### config.mk
export PLATFORM = sky130hd
export DESIGN_NAME = lru_slot_cache_core
export DESIGN_NICKNAME = d
export VERILOG_FILES = /design/src/lsc_pkg.sv /design/src/lru_slot_cache_core.sv
export SDC_FILE = /design/constraint.sdc
export NUM_CORES = 1
export LEC_CHECK = 0
export ABC_AREA = 1
export CAP_MARGIN = 20
export CELL_PAD_IN_SITES_DETAIL_PLACEMENT = 1
export CELL_PAD_IN_SITES_GLOBAL_PLACEMENT = 1
export CORE_MARGIN = 2
export CORE_UTILIZATION = 45
export CTS_BUF_LIST = sky130_fd_sc_hd__clkbuf_8
export CTS_CLUSTER_SIZE = 14
export DETAILED_ROUTE_END_ITERATION = 8
export DONT_BUFFER_PORTS = 1
export PLACE_DENSITY = 0.78
export SLEW_MARGIN = 10
export SYNTH_ARGS = -nofsm -noshare
export SYNTH_HDL_FRONTEND = slang
export SYNTH_SLANG_ARGS = --single-unit
### constraint.sdc
create_clock -name clock -period 5 [get_ports clock]
set_clock_uncertainty 0.05 [all_clocks]
set_input_delay 1.25 -clock clock [delete_from_list [all_inputs] [get_ports clock]]
set_output_delay 1.25 -clock clock [all_outputs]
set_load 0.01 [all_outputs]
### src/lsc_pkg.sv
// ----------------------------------------------------------------------------
// lsc_pkg
// Shared field widths for the LRU slot cache core.
// ----------------------------------------------------------------------------
package lsc_pkg;

   localparam int KEY_W  = 20;  // range index key width
   localparam int SLOT_W = 4;   // width of the reported slot field

   typedef logic [KEY_W-1:0]  key_type;
   typedef logic [SLOT_W-1:0] slot_type;

endpackage

### src/lru_slot_cache_core.sv
// ----------------------------------------------------------------------------
// lru_slot_cache_core
// Fully associative cache of SLOTS keys with least-recently-used replacement.
// ----------------------------------------------------------------------------
// Path: an accepted item passes the input register, then the result register,
//   before its result is strobed.
// Throughput: one item per cycle; busy stays low, the tag compare and the
//   rank update of all slots are computed combinationally from the input register.
// Reset: synchronous, clears the fill count, sets all dirty marks and drops
//   any item in flight; keys and ranks are not cleared. No result back-pressure.
module lru_slot_cache_core #(
   parameter int SLOTS = 16
) (
   input  logic              clock,
   input  logic              reset,
   input  logic              start,
   output logic              busy,
   input  lsc_pkg::key_type  req_range_index,
   input  logic              req_data_available,
   output logic              rsp_valid,
   output lsc_pkg::slot_type rsp_slot,
   output logic              rsp_hit,
   output logic              rsp_evicted,
   output lsc_pkg::key_type  rsp_evicted_index,
   output logic              rsp_needs_fill
);
   import lsc_pkg::*;

   localparam int RW = $clog2(SLOTS);      // slot index and rank width
   localparam int CW = $clog2(SLOTS + 1);  // fill count width

   // input register
   logic           req_valid_ff;
   key_type        req_key_ff;
   logic           req_avail_ff;

   // slot state
   key_type        slot_key_ff  [SLOTS];
   logic [RW-1:0]  slot_rank_ff [SLOTS];
   logic [SLOTS-1:0] slot_dirty_ff;
   logic [SLOTS-1:0] slot_dirty_in;
   logic [CW-1:0]  used_ff;

   // result register
   logic           rsp_valid_ff;
   slot_type       rsp_slot_ff;
   logic           rsp_hit_ff;
   logic           rsp_evicted_ff;
   key_type        rsp_evicted_index_ff;
   logic           rsp_needs_fill_ff;

   // lookup
   logic [SLOTS-1:0] match;
   logic [SLOTS-1:0] used_vec;
   logic             hit;
   logic             full;
   logic             alloc;
   logic             evict;
   logic [RW-1:0]    hit_idx;
   logic [RW-1:0]    lru_idx;
   logic [RW-1:0]    sel_idx;
   logic             needs_fill;
   key_type          ev_key;
   logic [RW-1:0]    lim;
   logic [RW-1:0]    slot_rank_in [SLOTS];

   assign busy = 1'b0;

   always_ff @(posedge clock) begin
      if (reset) begin
         req_valid_ff <= 1'b0;
      end else begin
         req_valid_ff <= start;
      end
      if (start) begin
         req_key_ff   <= req_range_index;
         req_avail_ff <= req_data_available;
      end
   end

   // parallel tag compare; keys are unique so the indexes can be or-ed
   always_comb begin
      hit_idx = '0;
      lru_idx = '0;
      for (int i = 0; i < SLOTS; i++) begin
         used_vec[i] = CW'(i) < used_ff;
         match[i]    = used_vec[i] && (slot_key_ff[i] == req_key_ff);
         if (match[i]) begin
            hit_idx = hit_idx | RW'(i);
         end
         if (slot_rank_ff[i] == RW'(SLOTS - 1)) begin
            lru_idx = lru_idx | RW'(i);
         end
      end
   end

   assign hit   = |match;
   assign full  = used_ff == CW'(SLOTS);
   assign alloc = !hit && !full;
   assign evict = !hit && full;

   always_comb begin
      priority if (hit) begin
         sel_idx = hit_idx;
      end else if (alloc) begin
         sel_idx = used_ff[RW-1:0];
      end else begin
         sel_idx = lru_idx;
      end
   end

   assign needs_fill = hit ? slot_dirty_ff[sel_idx] : 1'b1;
   assign ev_key     = evict ? slot_key_ff[sel_idx] : '0;
   assign lim        = slot_rank_ff[sel_idx];

   // recency update: touched slot to rank 0, younger used slots age by one (all used slots on an allocation)
   always_comb begin
      for (int i = 0; i < SLOTS; i++) begin
         if (RW'(i) == sel_idx) begin
            slot_rank_in[i] = '0;
         end else if (used_vec[i] && (alloc || slot_rank_ff[i] < lim)) begin
            slot_rank_in[i] = slot_rank_ff[i] + RW'(1);
         end else begin
            slot_rank_in[i] = slot_rank_ff[i];
         end
      end
   end

   always_comb begin
      slot_dirty_in          = slot_dirty_ff;
      slot_dirty_in[sel_idx] = needs_fill && !req_avail_ff;
   end

   always_ff @(posedge clock) begin
      if (req_valid_ff) begin
         for (int i = 0; i < SLOTS; i++) begin
            slot_rank_ff[i] <= slot_rank_in[i];
         end
         if (!hit) begin
            slot_key_ff[sel_idx] <= req_key_ff;
         end
      end
   end

   always_ff @(posedge clock) begin
      if (reset) begin
         slot_dirty_ff <= '1;
         used_ff       <= '0;
         rsp_valid_ff  <= 1'b0;
      end else begin
         rsp_valid_ff <= req_valid_ff;
         if (req_valid_ff) begin
            slot_dirty_ff <= slot_dirty_in;
            if (alloc) begin
               used_ff <= used_ff + CW'(1);
            end
         end
      end
   end

   always_ff @(posedge clock) begin
      if (req_valid_ff) begin
         rsp_slot_ff          <= SLOT_W'(sel_idx);
         rsp_hit_ff           <= hit;
         rsp_evicted_ff       <= evict;
         rsp_evicted_index_ff <= ev_key;
         rsp_needs_fill_ff    <= needs_fill;
      end
   end

   assign rsp_valid         = rsp_valid_ff;
   assign rsp_slot          = rsp_slot_ff;
   assign rsp_hit           = rsp_hit_ff;
   assign rsp_evicted       = rsp_evicted_ff;
   assign rsp_evicted_index = rsp_evicted_index_ff;
   assign rsp_needs_fill    = rsp_needs_fill_ff;

   a_one_result: assert property (@(posedge clock) disable iff (reset)
      req_valid_ff |=> rsp_valid)
      else $error("item in input register produced no result");

   a_hit_no_evict: assert property (@(posedge clock) disable iff (reset)
      rsp_valid |-> !(rsp_hit && rsp_evicted))
      else $error("hit and eviction reported together");

   a_miss_fill: assert property (@(posedge clock) disable iff (reset)
      rsp_valid && !rsp_hit |-> rsp_needs_fill)
      else $error("miss did not report a fill");

   a_evict_only_full: assert property (@(posedge clock) disable iff (reset)
      req_valid_ff && used_ff != CW'(SLOTS) |=> !rsp_evicted)
      else $error("eviction while free slots remained");

   a_count_bound: assert property (@(posedge clock) disable iff (reset)
      used_ff <= CW'(SLOTS))
      else $error("fill count beyond slot count");

endmodule

# Yosys cells after proc, flatten, opt, wreduce, memory -nomap -nowiden
# Memory sizes are Yosys's and may differ from the RTL's. A register that Yosys moved wholly into a read port is not among the register bits.
# Index checks and enable logic that the tools add are counted.
# totals
wordCells	244
ram_bits	384
ff_bits	51
in_bits	24
n_memories	2
# classes
n_eq_ne	47
n_addsub	17
n_reduce_logical	59
n_mux	75
order_cmp	34
# memory_table
name	depth	word_bits	read_ports	rd_clocked_by_memory_dff	wr	line	rtl
slot_key_ff	16	20	17	1	1	lru_slot_cache_core.sv:38	key_type slot_key_ff [SLOTS];
slot_rank_ff	16	4	17	0	16	lru_slot_cache_core.sv:39	logic [RW-1:0] slot_rank_ff [SLOTS];
# ops
op	count
20-bit == test	16
4-bit two-way mux	50
4-bit by 1-bit adder with 4-bit output (second input constant)	16
4-bit < comparator	16
4-bit == test (second input constant)	15
4-bit by 5-bit < comparator with 1-bit output (first input constant)	8
1-bit logical AND	36
4-bit == test (first input constant)	8
3-bit two-way mux	8
3-bit by 5-bit < comparator with 1-bit output (first input constant)	4
16-bit bitwise mux	1
3-bit by 4-bit == test with 1-bit output (first input constant)	4
1-bit logical OR	16
16-bit OR reduction	1
1-bit by 5-bit < comparator with 1-bit output (first input constant)	2
2-bit by 5-bit < comparator with 1-bit output (first input constant)	2
1-bit two-way mux	10
2-bit by 4-bit == test with 1-bit output (first input constant)	2
2-bit two-way mux	4
5-bit by 1-bit adder with 5-bit output (second input constant)	1
5-bit == test (second input constant)	1
4-bit by 5-bit < comparator with 1-bit output (second input constant)	1
1-bit binary-select mux with 4-bit select	1
1-bit demux with 4-bit select	1
5 further kinds	8

# Logic depth before layout (Yosys ltp)
# An unclocked memory read counts as a cell.
# logic_depth
ltp_word	25
ltp_mapped	32

# Worst setup path before layout
# Ideal clock, no wire load.
# synth_timing
kind	reg2reg
from	reg, netlist name req_key_ff[19]
to	mem slot_rank_ff[7][0] (netlist name) (enable)
path_stages_with_launch	30
path_buffers	5
setup_slack_ps	435
setup_ps	307
t_arrival_ps	4208
required_time_ps	4643
period_less_slack_ps	4565
cell_sequence	edfxtp_1 > buf_4 > clkinv_2 > buf_4 > nand2_1 > nand2_1 > nor2_1 > nand2_1 > nor2_1 > nand3_1 > nand2_1 > nor2_1 > nand2_1 > o21bai_4 > nand2_2 > buf_6 > inv_4 > nor2_4 > inv_2 > buf_4 > buf_1 > o22ai_1 > o21ai_0 > nand4_1 > ha_1 > a21oi_1 > nand2_1 > nand2_1 > nand2_1 > nand2_1
# synth_lines
item	line
end, declared	lru_slot_cache_core.sv:39

==> Flow_metrics.wiki <==
{| class="wikitable"
! Metric !! Value
|-
| Die outline area || 62600 µm²
|-
| Setup CP Type || register to register
|-
| Number of enable flip-flop cells after synthesis || 432
|-
| Number of nets in the layout || 3749
|-
| Fin. max-slew vios || 0
|-
| Overall Global Routing Usage || 0.414
|-
| Root Buffer || clkbuf_8
|-
| Number of routed nets with antenna violations || 0
|-
| Post-route standard cell area excluding fillers || 31500 µm²
|-
| Static leakage || 14.3 nW
|-
| Number of hold-repair buffers added at the cts stage || 0
|-
| Internal portion of total power || 0.00639 W
|-
| Pwr dens || 295 nW/µm²
|-
| Total vias in the final route || around 26000
|-
| Clock tree from TritonCTS || built
|-
| First-pass detailed-route iteration total || 5
|-
| Reg-to-reg critical path startpoint || req_key_ff[2]$_DFFE_PP_
|-
| Number of buffers added by the clock tree synthesis step || 85
|-
| Logic gate share of total power || 0.159
|-
| XOR/XNOR share of the synthesized area || 0.0324
|-
| Relative area change from synthesis to final layout || 15.6%
|-
| Worst Hold Class || register to register
|-
| Die extent in x || ~250 µm
|-
| DRT Wirelength || 130000 µm
|-
| Startpoint kind of the worst setup timing path || register
|-
| Number of placement rows || 90
|-
| Iter 0 DRT Violations || 3060
|-
| Mux contribution to synthesized area || 0
|-
| Routed wire length per instance || 28.9 µm
|-
| Maximum clock insertion buffer count || 3
|-
| Endpoint arrival time on the critical path || just over 5 ns
|-
| Data required time at the worst endpoint || 5.33 ns
|-
| Worst hold slack after final layout || 0.427 ns
|-
| Fmax || between 200 and 250 MHz
|-
| Top cells by area in the synthesized netlist || edfxtp_1 (48%), nand2_1 (17%), nor2_1 (6.3%)
|-
| Via density || 5.86
|-
| Starting Density || 0.454
|-
| Die Ht || 250 µm
|-
| Sequential share of power || 0.461
|-
| Area of the mapped netlist || 27300 µm²
|-
| Number of buffer cells added on primary ports || 0
|-
| Commonest non-fill, non-tap cells in the layout || nand2_1 (1225), inv_1 (445), nor2_1 (441)
|-
| Clock transition at the register clock pins on the worst setup and hold paths after CTS || 0.06 ns
|-
| Synth cell types || 54
|-
| Post-synth top flop || edfxtp_1
|-
| Share of the synthesized area in compound gates (AO/OA/AOI/OAI) || 0.0785
|-
| Post-synthesis adder-cell area fraction || 0.0303
|-
| Startpoint of the most critical hold path || slot_dirty_ff[5]$_SDFFE_PP1P_
|-
| Fraction of the mapped netlist area in simple logic gates || 0.275
|-
| Global route overflow || 0
|-
| Final setup vio count || 0
|-
| Count of final hold-check violations || 0
|-
| Clock power frac || 0.380
|-
| Via count of the first global-routing pass || 27300
|-
| Antenna violations before repair || 3
|-
| Number of storage elements in the synthesis netlist || 455
|-
| Avg Cell Area, Syn || about 7.9 µm²
|-
| Post-route minimum period || 4.85 ns
|-
| Hpwl dp || 98100 µm
|-
| Result of the run || finished clean
|-
| Routability congestion estimate || 1.02
|-
| Max Fanout on Critical Path || 16
|-
| Number of violations of the max-capacitance limit || 0
|-
| Max-slew headroom at the worst pin || 0.448
|-
| Share of the clock period used by the worst path || 0.970
|-
| Share of async-settable or async-resettable flops after synthesis || 0
|-
| Max IR drop VDD || 0.229 mV
|-
| DRC || 0
|-
| Total placed instance area || about 30000 µm²
|-
| Clock tree sinks || 455
|-
| Largest net degree at the start of global routing || 62
|-
| Syn. warnings || 0
|-
| Most common cell after layout, fill and taps aside || nand2_1
|-
| Area of the core || 60100 µm²
|-
| Proportion of synthesized chip area in sequential cells || 0.492
|-
| Number of H-tree levels || 3
|-
| Net switching share of the total power || 0.312
|-
| Library cell with the largest summed area after synthesis || edfxtp_1
|-
| Worst Tran Pin Value || 0.828 ns
|-
| Clock insertion delay at the later pin of the skew report || between 0.7 and 0.8 ns
|-
| CP startpoint || req_key_ff[2]$_DFFE_PP_
|-
| Number of I/O pins || 53
|-
| Proportion of layout cells with a drive suffix above 1 || 0.127
|-
| Top cell type's share of synthesized area || 0.476
|-
| Total net switching power || 0.00290 W
|-
| Global-route wire length before repair || 186000 µm
|-
| Kind of end point of the critical path || register
|-
| Post-synth net total || 3539
|-
| Cell count after synthesis || 3449
|-
| Dominant combinational cell family by area after synthesis || simple AND/OR/NAND/NOR gates
|}
==> through the flow <==
stage                     total power, W  setup TNS, ns  instances  setup WS (ns)  utilization
after global placement           0.00571         -0.113       4345         -0.113        0.493
after floorplan                  0.00511              0       3449          0.435            -
after global routing             0.00954         -0.260       4512        -0.0276        0.524
final                            0.00929              0       4513          0.152        0.524
after detailed placement         0.00575         -0.272       4345         -0.104        0.493
after CTS                        0.00923              0       4501         0.0403        0.519
==> power groups by stage <==
stage / logic [W] / registers [W] / clock network, W
2_1_floorplan: 0.000745 / 0.00437 / 0
3_3_place_gp: 0.00135 / 0.00436 / 0
3_5_place_dp: 0.00139 / 0.00436 / 0
4_1_cts: 0.00140 / 0.00428 / 0.00354
5_1_grt: 0.00156 / 0.00428 / 0.00369
6_report: 0.00148 / 0.00428 / 0.00353
==> routing by layer <==
layer | GRT usage | wire [µm]
met5 | 0 | 11
met4 | 0.221 | 7840
met3 | 0.0810 | 11400
met2 | 0.667 | 60100
met1 | 0.526 | 51100
==> state kept, by name, indices dropped and copies added (netlist names) <==
name,cells
slot_rank_ff,64
req_key_ff,20
rsp_hit,1
rsp_evicted_index,20
rsp_slot,4
rsp_valid,1
req_avail_ff,1
req_valid_ff,1
used_ff,5
slot_dirty_ff,16
rsp_needs_fill,1
slot_key_ff,320
rsp_evicted,1
==> synth_stat cells, drive strengths merged (5+ instances only) <==
cell	instances
nand2	1233
nor2	471
inv	452
edfxtp	432
o21ai	160
nand3	106
o22ai	105
buf	93
xor2	83
ha	66
a21oi	45
clkbuf	30
nand4	26
dfxtp	23
a22oi	22
nor3	22
a41oi	18
xnor2	18
or2	14
o221ai	6
nor3b	5
==> layout make-up <==
type                    instances  area [µm²]
well taps                     782         978
flip-flops and latches        455       13400
diodes                          3        7.51
multi-input cells            2416       11600
inverters                     455        1750
repair buffers                246        2210
clock inverters                66         339
fillers                      7390       28600
clock buffers                  90        1240
==> cell families after synthesis <==
| family | count (synthesis) |
|---|---|
| DFF | 455 |
| adders and majority gates | 66 |
| xor gates and xnor gates | 101 |
| buffers and inverters | 578 |
| AOI/OAI and AO/OA | 363 |
| and+or+nand+nor | 1885 |
| other | 1 |
==> final timing paths <==
kind / to / slack [ns] / depth (start not counted)
setup reg to reg: slot_rank_ff[7][1]$_SDFFCE_PN0P_ / 0.15 / 27
hold / removal: slot_dirty_ff[5]$_SDFFE_PP1P_ / 0.43 / 2
hold reg to reg: slot_dirty_ff[5]$_SDFFE_PP1P_ / 0.43 / 2
setup / recovery: slot_rank_ff[7][1]$_SDFFCE_PN0P_ / 0.15 / 27
==> critical path: stages (launching register included) <==
cell	delay (ns)
edfxtp_1	0.48
buf_4	0.27
nand2_1	0.10
nand2_1	0.19
nor2_1	0.16
nand2_1	0.08
nor2_1	0.18
nand3_1	0.13
nand2_1	0.09
nor2_1	0.05
buf_4	0.15
nand2_1	0.18
o21bai_4	0.18
nand2_2	0.12
inv_4	0.12
nor2_4	0.05
inv_2	0.22
buf_12	0.16
o22ai_1	0.06
o21ai_0	0.22
nand4_1	0.15
buf_4	0.20
ha_1	0.31
a21oi_1	0.17
nand2_1	0.09
nand2_1	0.07
nand2_1	0.08
nand2_1	0.18
==> what timing repair did <==
action	CTS	global route
resized for setup	2	54
endpoints found under the hold margin	0	0
buffers inserted	0	9
setup endpoints to repair	12	82
Note: power is estimated with default switching activity, not from simulation.
